## src/hw/rtl/scfp_pkg.sv

```systemverilog
// Shared constants and helpers for the serial command frame parser.
// Frame marker bytes, frame type codes, payload geometry and the servo scaling.
// No dependencies.
package scfp_pkg;

    localparam logic [7:0] HDR_A        = 8'hFA;
    localparam logic [7:0] HDR_B        = 8'hAF;
    localparam logic [7:0] TAIL_A       = 8'hFB;
    localparam logic [7:0] TAIL_B       = 8'hBF;
    localparam logic [7:0] TYPE_STATUS  = 8'h52;
    localparam logic [7:0] TYPE_COMMAND = 8'h49;

    localparam int PAYLOAD_LEN = 17;
    localparam int COUNT_W     = 5;
    localparam int ANGLE_IDX   = 16;

    localparam logic [0:0] KIND_STATUS  = 1'b0;
    localparam logic [0:0] KIND_COMMAND = 1'b1;

    localparam logic [COUNT_W-1:0] PAYLOAD_LAST = COUNT_W'(PAYLOAD_LEN - 1);
    localparam logic [COUNT_W-1:0] PAYLOAD_CNT  = COUNT_W'(PAYLOAD_LEN);

    localparam logic [7:0] SERVO_MIN = 8'd50;
    localparam logic [7:0] SERVO_MAX = 8'd249;

    // Rounded 50 + angle*200/256, done as (angle*25 + 1616) >> 5.
    function automatic logic [7:0] servo_from_angle(input logic [7:0] ang);
        logic [12:0] acc;
        acc = {5'd0, ang} * 13'd25 + 13'd1616;
        return acc[12:5];
    endfunction

endpackage

```

## src/hw/rtl/serial_command_frame_parser.sv

```systemverilog
// Serial command frame parser top level: header/type/payload/checksum/tail tracking
// and the registered result word.
// Depends on scfp_pkg.
//
// Usage
//   Input channel: one received byte per word on rx_byte, handshake in_valid/in_ready.
//   Output channel: one word per complete frame, handshake out_valid/out_ready.
//   Frames: FA AF 52 FB BF (status request) or
//           FA AF 49 <17 payload bytes> <xor of type+payload> FB BF (command).
//   A byte that does not match drops the parser back to hunting for FA; that byte
//   is discarded, not rechecked as a header.
// Pipeline and throughput
//   A byte is registered on acceptance and parsed in the following cycle; out_valid
//   is registered from the parsed final BF byte. One byte per cycle is sustained
//   unless in_ready drops; only the input register lies ahead of the result register.
// Stall behavior
//   in_ready drops only when the held byte completes a frame while the previous
//   result is still waiting and out_ready is low; other bytes keep flowing.
// Reset
//   rst_n clears phase, checksum, count and valid flags; payload store is kept as is.
module serial_command_frame_parser
    import scfp_pkg::*;
(
    input  logic        clk,
    input  logic        rst_n,
    input  logic        in_valid,
    output logic        in_ready,
    input  logic [7:0]  rx_byte,
    output logic        out_valid,
    input  logic        out_ready,
    output logic        frame_kind,
    output logic [31:0] y_word,
    output logic [31:0] x_word,
    output logic [31:0] z_word,
    output logic [31:0] yaw_word,
    output logic [7:0]  angle_byte,
    output logic [7:0]  servo_compare
);

    typedef enum logic [2:0] {
        PH_HDR_A,
        PH_HDR_B,
        PH_TYPE,
        PH_DATA,
        PH_CSUM,
        PH_TAIL_A,
        PH_TAIL_B
    } phase_t;

    // input register
    logic       byte_valid_reg, byte_valid_next;
    logic [7:0] byte_reg;

    // parse state
    phase_t             phase_reg, phase_next;
    logic               type_reg, type_next;
    logic [COUNT_W-1:0] count_reg, count_next;
    logic [7:0]         xor_reg, xor_next;

    logic [7:0] payload_mem [PAYLOAD_LEN];
    logic       wr_en;

    // result register
    logic        out_valid_reg, out_valid_next;
    logic        kind_reg, kind_next;
    logic [31:0] y_reg, y_next;
    logic [31:0] x_reg, x_next;
    logic [31:0] z_reg, z_next;
    logic [31:0] yaw_reg, yaw_next;
    logic [7:0]  angle_reg, angle_next;
    logic [7:0]  servo_reg, servo_next;

    logic hit_result;
    logic advance;
    logic step;

    // A frame completes when the held byte is the final tail byte in the last phase.
    assign hit_result = byte_valid_reg && (phase_reg == PH_TAIL_B) && (byte_reg == TAIL_B);
    // The parse stage only blocks when it must deliver into an occupied result slot.
    assign advance    = !hit_result || !out_valid_reg || out_ready;
    assign step       = byte_valid_reg && advance;
    assign in_ready   = advance;

    always_comb
    begin
        phase_next = phase_reg;
        type_next  = type_reg;
        count_next = count_reg;
        xor_next   = xor_reg;
        wr_en      = 1'b0;

        if (step)
        begin
            case (phase_reg)
                PH_HDR_A:
                begin
                    if (byte_reg == HDR_A)
                        phase_next = PH_HDR_B;
                end
                PH_HDR_B:
                begin
                    phase_next = (byte_reg == HDR_B) ? PH_TYPE : PH_HDR_A;
                end
                PH_TYPE:
                begin
                    if (byte_reg == TYPE_STATUS)
                    begin
                        type_next  = KIND_STATUS;
                        phase_next = PH_TAIL_A;
                    end
                    else if (byte_reg == TYPE_COMMAND)
                    begin
                        type_next  = KIND_COMMAND;
                        count_next = '0;
                        xor_next   = byte_reg;
                        phase_next = PH_DATA;
                    end
                    else
                    begin
                        phase_next = PH_HDR_A;
                    end
                end
                PH_DATA:
                begin
                    if (count_reg < PAYLOAD_CNT)
                    begin
                        wr_en      = 1'b1;
                        xor_next   = xor_reg ^ byte_reg;
                        count_next = count_reg + 1'b1;
                        if (count_reg == PAYLOAD_LAST)
                            phase_next = PH_CSUM;
                    end
                    else
                    begin
                        // count overrun: skip straight to the checksum
                        phase_next = PH_CSUM;
                    end
                end
                PH_CSUM:
                begin
                    phase_next = (byte_reg == xor_reg) ? PH_TAIL_A : PH_HDR_A;
                end
                PH_TAIL_A:
                begin
                    phase_next = (byte_reg == TAIL_A) ? PH_TAIL_B : PH_HDR_A;
                end
                PH_TAIL_B:
                begin
                    phase_next = PH_HDR_A;
                end
                default:
                begin
                    phase_next = PH_HDR_A;
                end
            endcase
        end
    end

    // Result word assembly; status frames carry zeros in every payload field.
    always_comb
    begin
        kind_next  = kind_reg;
        y_next     = y_reg;
        x_next     = x_reg;
        z_next     = z_reg;
        yaw_next   = yaw_reg;
        angle_next = angle_reg;
        servo_next = servo_reg;

        if (hit_result && advance)
        begin
            kind_next = type_reg;
            if (type_reg == KIND_COMMAND)
            begin
                y_next     = {payload_mem[3],  payload_mem[2],  payload_mem[1],  payload_mem[0]};
                x_next     = {payload_mem[7],  payload_mem[6],  payload_mem[5],  payload_mem[4]};
                z_next     = {payload_mem[11], payload_mem[10], payload_mem[9],  payload_mem[8]};
                yaw_next   = {payload_mem[15], payload_mem[14], payload_mem[13], payload_mem[12]};
                angle_next = payload_mem[ANGLE_IDX];
                servo_next = servo_from_angle(payload_mem[ANGLE_IDX]);
            end
            else
            begin
                y_next     = '0;
                x_next     = '0;
                z_next     = '0;
                yaw_next   = '0;
                angle_next = '0;
                servo_next = '0;
            end
        end
    end

    always_comb
    begin
        if (hit_result && advance)
            out_valid_next = 1'b1;
        else if (out_ready)
            out_valid_next = 1'b0;
        else
            out_valid_next = out_valid_reg;

        if (in_valid && in_ready)
            byte_valid_next = 1'b1;
        else if (step)
            byte_valid_next = 1'b0;
        else
            byte_valid_next = byte_valid_reg;
    end

    always_ff @(posedge clk or negedge rst_n)
    begin
        if (!rst_n)
        begin
            byte_valid_reg <= 1'b0;
            phase_reg      <= PH_HDR_A;
            type_reg       <= 1'b0;
            count_reg      <= '0;
            xor_reg        <= '0;
            out_valid_reg  <= 1'b0;
            kind_reg       <= 1'b0;
            y_reg          <= '0;
            x_reg          <= '0;
            z_reg          <= '0;
            yaw_reg        <= '0;
            angle_reg      <= '0;
            servo_reg      <= '0;
        end
        else
        begin
            byte_valid_reg <= byte_valid_next;
            phase_reg      <= phase_next;
            type_reg       <= type_next;
            count_reg      <= count_next;
            xor_reg        <= xor_next;
            out_valid_reg  <= out_valid_next;
            kind_reg       <= kind_next;
            y_reg          <= y_next;
            x_reg          <= x_next;
            z_reg          <= z_next;
            yaw_reg        <= yaw_next;
            angle_reg      <= angle_next;
            servo_reg      <= servo_next;
        end
    end

    // Input byte and payload store carry no reset.
    always_ff @(posedge clk)
    begin
        if (in_valid && in_ready)
            byte_reg <= rx_byte;
        if (wr_en)
            payload_mem[count_reg] <= byte_reg;
    end

    assign out_valid     = out_valid_reg;
    assign frame_kind    = kind_reg;
    assign y_word        = y_reg;
    assign x_word        = x_reg;
    assign z_word        = z_reg;
    assign yaw_word      = yaw_reg;
    assign angle_byte    = angle_reg;
    assign servo_compare = servo_reg;

    // ------------------------------------------------------------------
    // Assertions
    // ------------------------------------------------------------------

    // Payload count never runs past the payload length.
    a_count_bound: assert property (@(posedge clk) disable iff (!rst_n)
        count_reg <= PAYLOAD_CNT)
        else $error("payload count overran");

    // A completed frame always lands in the result register next cycle.
    a_result_loaded: assert property (@(posedge clk) disable iff (!rst_n)
        (hit_result && advance) |=> out_valid_reg)
        else $error("completed frame not delivered");

    // Status results carry zeros in all payload fields.
    a_status_zero: assert property (@(posedge clk) disable iff (!rst_n)
        (out_valid_reg && (kind_reg == KIND_STATUS)) |->
        (y_reg == '0 && x_reg == '0 && z_reg == '0 && yaw_reg == '0 &&
         angle_reg == '0 && servo_reg == '0))
        else $error("status result with nonzero payload");

    // Command results keep the servo value inside its timer range.
    a_servo_range: assert property (@(posedge clk) disable iff (!rst_n)
        (out_valid_reg && (kind_reg == KIND_COMMAND)) |->
        (servo_reg >= SERVO_MIN && servo_reg <= SERVO_MAX))
        else $error("servo compare out of range");

endmodule

```

## config.mk

```make
export PLATFORM = sky130hd
export DESIGN_NAME = serial_command_frame_parser
export DESIGN_NICKNAME = d
export VERILOG_FILES = /design/src/hw/rtl/scfp_pkg.sv /design/src/hw/rtl/serial_command_frame_parser.sv
export SDC_FILE = /design/constraint.sdc
export NUM_CORES = 1
export LEC_CHECK = 0
export BUFFER_PORTS_ARGS = -buffer_cell sky130_fd_sc_hd__buf_4
export CAP_MARGIN = 20
export CORE_MARGIN = 2
export CORE_UTILIZATION = 35
export DETAILED_ROUTE_END_ITERATION = 6
export PLACE_DENSITY = 0.54
export SLEW_MARGIN = 10
export SYNTH_ARGS = -nofsm -noshare
export SYNTH_HDL_FRONTEND = slang
export SYNTH_SLANG_ARGS = --single-unit
```

## constraint.sdc

```tcl
create_clock -name clk -period 4.3 [get_ports clk]
set_clock_uncertainty 0.05 [all_clocks]
set_input_delay 0.645 -clock clk [delete_from_list [all_inputs] [get_ports clk]]
set_output_delay 0.645 -clock clk [all_outputs]
set_load 0.01 [all_outputs]
```

==> results of run 1 <==
-- metal layers --
metal	track usage [%]	share of wire (%)	vias to the layer above
met2	26.0	46	185
met1	24.2	48	3881
li1	-	-	3767
met5	0	0	-
met3	3.00	4.8	43
met4	3.43	1.6	0
-- cell type report --
cell class / count / area, um^2 / share of cell area [%]
Sequential cell: 308 / 8430 / 56.9
Multi-Input combinational cell: 615 / 3250 / 21.9
Timing Repair Buffer: 174 / 1350 / 9.09
Clock buffer: 48 / 956 / 6.45
Tap cell: 448 / 561 / 3.78
Clock inverter: 16 / 189 / 1.27
Inverter: 24 / 90.1 / 0.608
-- worst min-delay path by stage --
stage / start / to / slack, ns / cells past startpoint
floorplan: rst_n / angle_byte[0] / 0.30 / 0
global placement: yaw_word[31] / yaw_word[31] / 0.40 / 2
detailed placement: z_word[5] / z_word[5] / 0.41 / 2
CTS: rst_n / frame_kind / 0.11 / 1
global route: rst_n / frame_kind / 0.12 / 1
finish: rst_n / frame_kind / 0.09 / 1
-- critical path: cells and delay by family (launching register included) --
family          cells  cell delay, ns
xor+xnor            1            0.16
flops               1            0.39
compound gates      4            0.69
fa+ha+maj           5            1.76
-- cells in the mapped netlist, types with 2 or more instances --
| master | count |
|---|---|
| a211oi_1 | 2 |
| a21boi_1 | 2 |
| a21oi_1 | 21 |
| a41o_1 | 2 |
| and3_1 | 2 |
| and4_1 | 2 |
| buf_2 | 8 |
| clkbuf_1 | 49 |
| dfrtp_1 | 164 |
| edfxtp_1 | 144 |
| fa_1 | 5 |
| ha_1 | 30 |
| inv_1 | 23 |
| mux2_1 | 2 |
| nand2_1 | 291 |
| nand2b_1 | 3 |
| nand3_1 | 146 |
| nand4_1 | 4 |
| nor2_1 | 25 |
| nor2b_1 | 4 |
| nor3_1 | 3 |
| o21ai_0 | 10 |
| o21ai_1 | 7 |
| o31ai_1 | 13 |
| o41ai_1 | 3 |
| or3_1 | 2 |
| or4b_1 | 2 |
| xnor2_1 | 11 |
| xor2_1 | 3 |
-- per-stage QoR --
| stage | cells | setup slack [ns] | power, mW | instance area [um^2] | hold WS (ns) |
|---|---|---|---|---|---|
| after CTS | 1633 | 1.06 | 6.38 | 14800 | 0.110 |
| after global routing | 1633 | 0.921 | 6.52 | 14800 | 0.124 |
| final | 1633 | 1.09 | 6.30 | 14800 | 0.0858 |
| after floorplan | 1005 | 1.33 | 3.28 | 12000 | 0.299 |
| after global placement | 1569 | 1.15 | 3.39 | 13700 | 0.405 |
| after detailed placement | 1569 | 1.10 | 3.39 | 13700 | 0.407 |
-- power groups by stage --
stage	Sequential, mW	Combinational [mW]	Clock [mW]
6_report	3.16	0.169	2.97
2_1_floorplan	3.20	0.0784	0
4_1_cts	3.16	0.176	3.04
3_3_place_gp	3.22	0.172	0
5_1_grt	3.16	0.190	3.17
3_5_place_dp	3.22	0.175	0
-- cells by family (layout without fill, tap and decap cells) --
logic type,Yosys count,in the layout,share of synthesized area (%)
and+or+nand+nor,494,494,18.0
DFF,308,308,70.3
buffers and inverters,82,262,2.71
AOI/OAI and AO/OA,70,70,3.83
adders and majority gates,35,35,3.97
xor gates and xnor gates,14,14,1.02
muxes,2,2,0.188
==> metrics.yaml, run 1 <==
status:
  status: "completed"
sta:
  max_freq_ghz: 0.311
  grt_setup_unrepaired: "no"
  hold_viol: 0
  finalCriticalPeriod_ns: 3.21
  worst_pin_slew_ns: 0.938
  finalCritPeriodShare_pct: 74.7
  drv_slew: 0
  finalSetupTns_ns: 0
  setup_violations: 0
  maxSlewHeadroom_pct: 37.3
worst_setup_path:
  slowest_stage: "fa_1"
  max_stage_delay_ns: 0.46
  endpoint: "servo_compare[6]"
  crit_start: "payload_mem[16][1]"
  path_cells: "ha_1 > fa_1 > ha_1 > ha_1 > fa_1 > a211oi_1 > o21bai_1 > a21oi_1 > xor2_1 > o31ai_1"
  r2r-end: "servo_compare[6]"
  crit_top_cell: "ha_1"
  arrival_ns: 3.52
  end_kind: "register"
  ff2ff_path_depth: 10
  critPathRequiredTime_ns: 4.61
  crit_path_start_kind: "register"
  cp_max_fo: 3
  reg2reg_slack_ns: 1.09
  worstSetupPathType: "register to register"
  rr_startpoint: "payload_mem[16][1]"
layout:
  final_common_cell: "nand2_1"
  layout.nets: 1205
  drive_above_1_share_pct: 19.3
  antennaDiodeCount: 0
  syn_to_final_growth_pct: 23.7
  largest_reg_flops: 136
  fill_cells: 3189
  finish.utilization_pct: 44.1
  regMostFlops: "payload_mem"
  layout_common_cells: "nand2_1, buf_4, dfrtp_1"
power_and_ir_drop:
  p_int_mw: 4.97
  power_density_mw_per_mm2: 425
  p_sw_share_pct: 21.1
  seqPwrFrac_pct: 50.2
  vdd_drop_max_mv: 0.244
  p_leak_nw: 6.91
  power_frac_clock_pct: 47.2
  power_switching_mw: 1.33
  pwr-share-comb_pct: 2.7
drt:
  wl_um: 29300
  drcViolationCount: 0
  dr.pass1.iters: 5
  via_per_inst: 4.82
  drtAntennaViolNets: 0
  vias: 7876
  drtIter0Drc: 619
  wire_per_inst_um: 18.0
place:
  port_buffers: 158
  place_hpwl_um: 18100
  place.gp.congestion: 0.787
clock_tree:
  cts_max_level: 2
  path_clk_slew_ns: 0.06
  cts_hold_buf: 0
  cts_resized: 0
  cts_buffers: 35
  cts_tree: "done"
  clockBufferDepth: 3
  postCtsSetupBuffers: 0
  clock-root-buffer: "clkbuf_16"
  worstSkewPairLatency_ns: 0.51
  cts_sinks: 308
floorplan:
  ioPinCount: 159
  core_mm2: 0.0336
  start_util_pct: 35.7
  rows: 67
  fp.dieArea_mm2: 0.0357
  die_h_um: 189
  dieWidth_um: 189
yosys:
  synth_top_area_share_pct: 36.1
  syn_area_mm2: 0.0120
  synth_cell_types: 51
  yosysWarnings: 0
  synthFlopType: "dfrtp_1"
  yosysTopAreaCell: "edfxtp_1"
  ys_ff_latch: 308
  synthArstFlopShare_pct: 53.2
  avgSynthCellArea_um2: 11.9
  synthTopCellsByArea: "edfxtp_1, dfrtp_1, nand2_1"
  synth_nets: 1052
  ys_seq_area_share_pct: 70.3
  synth_edf_count: 144
  synthCells: 1005
global_routing:
  grt_first_pass_wirelength_um: 45900
  grt_max_degree: 92
  overflow: 0
  grt_usage_pct: 16.6
  antenna_found_initial: 0
  grt_pass1_vias: 7769
flow_run:
  cap_violations: 0
min_path:
  min_path_type: "primary input to async pin"
No activity file was read; power rests on OpenSTA's default activity.
==> inputs of run 2 (changes only) <==
--- a/config.mk
+++ b/config.mk
@@ -5,6 +5,7 @@
 export SDC_FILE = /design/constraint.sdc
 export NUM_CORES = 1
 export LEC_CHECK = 0
+export ABC_AREA = 1
 export BUFFER_PORTS_ARGS = -buffer_cell sky130_fd_sc_hd__buf_4
 export CAP_MARGIN = 20
 export CORE_MARGIN = 2
==> constraint.sdc (replaced) <==
create_clock -name clk -period 3.2 [get_ports clk]
set_clock_uncertainty 0.05 [all_clocks]
set_input_delay 0.48 -clock clk [delete_from_list [all_inputs] [get_ports clk]]
set_output_delay 0.48 -clock clk [all_outputs]
set_load 0.01 [all_outputs]
==> run 2 against run 1 <==
  * Via count is 1.3% higher
  * Sequential share of layout area is 1.0 points lower
  * Design area is 1.7% higher
  * Sequential power is 33% higher
  * Worst hold slack worse by 0.00052 ns
  * Flip-flop and latch count stayed put
  * Combinational power is 34% higher
  * Total power is 34% higher
  * Die area is 0.51% higher
  * Critical endpoint unchanged
==> metrics.yaml, run 2 <==
status:
  status: "completed"
sta:
  drv_slew: 0
  grt_setup_unrepaired: "no"
  worst_pin_slew_ns: 0.811
  max_freq_ghz: 0.363
  hold_viol: 0
  finalCriticalPeriod_ns: 2.76
  hold_slack_ns: 0.0853
  maxSlewHeadroom_pct: 45.9
  setup_violations: 0
  finalCritPeriodShare_pct: 86.1
  finalSetupTns_ns: 0
power_and_ir_drop:
  vdd_drop_max_mv: 0.341
  power_density_mw_per_mm2: 561
  p_leak_nw: 7.37
drt:
  drcViolationCount: 0
  dr.pass1.iters: 5
  met3_length_um: 1380
  wire_per_inst_um: 16.3
  via_per_inst: 4.50
  drtIter0Drc: 556
  drtAntennaViolNets: 0
  top_layer: "met4"
  vias: 7982
  met2_length_um: 13800
  wl_um: 29000
  wirelength_met1_um: 13300
layout:
  syn_to_final_growth_pct: 25.2
  final_common_cell: "nand2_1"
  layout.nets: 1345
  drive_above_1_share_pct: 19.8
  layout_common_cells: "nand2_1, buf_4, dfrtp_1"
  finish.utilization_pct: 44.8
  regMostFlops: "payload_mem"
  largest_reg_flops: 136
  fill_cells: 3196
  antennaDiodeCount: 0
  finalNonFillerCells: 1774
yosys:
  synthCells: 1102
  avgSynthCellArea_um2: 10.9
  synth_cell_types: 30
  yosysWarnings: 0
  post-synth-top-count-cell: "nand2_1"
  synthTopCellsByArea: "edfxtp_1, dfrtp_1, nand2_1"
  synth_top_area_share_pct: 35.9
  synthTopCellsByCount: "nand2_1, dfrtp_1, edfxtp_1"
  synth_edf_count: 144
  syn_area_mm2: 0.0120
  ys_ff_latch: 308
  synth_nets: 1149
  yosysTopAreaCell: "edfxtp_1"
  ys_seq_area_share_pct: 70.0
  synthArstFlopShare_pct: 53.2
  synthFlopType: "dfrtp_1"
floorplan:
  ioPinCount: 159
  die_h_um: 190
  fp.dieArea_mm2: 0.0359
  rows: 67
  dieWidth_um: 190
  start_util_pct: 35.8
  core_mm2: 0.0337
worst_setup_path:
  critPathRequiredTime_ns: 3.53
  crit_path_start_kind: "register"
  worstSetupPathType: "register to register"
  arrival_ns: 3.09
  cp_max_fo: 5
  end_kind: "register"
clock_tree:
  cts_buffers: 36
  cts_tree: "done"
  cts_resized: 0
  postCtsSetupBuffers: 0
  path_clk_slew_ns: 0.06
  clock-root-buffer: "clkbuf_16"
  cts_hold_buf: 1
  cts_sinks: 308
  worstSkewPairLatency_ns: 0.52
  clockBufferDepth: 3
  cts_max_level: 2
global_routing:
  grt_first_pass_wirelength_um: 45400
  antenna_found_initial: 2
  overflow: 0
  grt_max_degree: 73
  grt_pass1_vias: 7987
  grt_usage_pct: 16.4
place:
  port_buffers: 158
  place_hpwl_um: 17700
  place.gp.congestion: 0.840
  dpl.cell_count: 1707
min_path:
  min_path_type: "primary input to register"
flow_run:
  cap_violations: 0
## run 2: area by class of cell
class | count | area [um^2] | share of cell area (%)
inverter | 48 | 185 | 1.23
tap | 448 | 561 | 3.72
multi-input combinational | 710 | 3190 | 21.1
sequential | 308 | 8430 | 55.9
clock inverter | 18 | 155 | 1.03
clock buffer | 48 | 1040 | 6.89
timing repair buffer | 194 | 1530 | 10.1
## run 2: power by group
group | switching, mW | total [mW] | internal, mW
Clock | 1.60 | 4.04 | 2.45
Sequential | 0.0181 | 4.19 | 4.17
Combinational | 0.170 | 0.227 | 0.0575
## run 2: kinds of logic (layout without fill, tap and decap cells)
family,count (synthesis),count (layout),synth area share (%)
compound gates,26,26,1.15
xor+xnor,7,7,0.509
fa+ha+maj,35,35,3.95
flops,308,308,70.0
simple gates,642,642,20.9
buf+inv,84,308,3.58
## run 2: per-layer routing
metal / vias to the layer above / GRT usage (%)
met5: - / 0
met4: 0 / 3.85
met3: 34 / 2.90
met2: 172 / 27.4
met1: 3847 / 22.3
li1: 3929 / -
## run 2: path summary, 6_finish.rpt
path                                    start                to  slack (ns)  cells past startpoint
max                        payload_mem[16][6]  servo_compare[6]        0.44                     12
min                                rx_byte[6]       byte_reg[6]        0.09                      1
max reg2reg                payload_mem[16][6]  servo_compare[6]        0.44                     12
min reg2reg                payload_mem[13][2]      yaw_word[10]        0.38                      2
max in group asynchronous               rst_n         x_word[1]        1.87                      3
min in group asynchronous               rst_n        y_word[23]        0.52                      2
## run 2: critical path, stage by stage, from the launching register on
cell and delay, ns:
edfxtp_1 0.48, inv_1 0.15, ha_1 0.15, inv_1 0.06, fa_1 0.44, ha_1 0.31
ha_1 0.35, nand2_1 0.08, or2_2 0.32, nand3_1 0.07, nand2_1 0.05, nand3_1 0.07
nand2_1 0.05
## run 2: stage by stage
stage	worst slack [ns]	area [um^2]	power, mW
2_1_floorplan	0.622	12000	4.36
3_3_place_gp	0.485	13900	4.50
3_5_place_dp	0.466	13900	4.50
4_1_cts	0.451	15100	8.57
6_report	0.444	15100	8.46
5_1_grt	0.234	15100	8.77
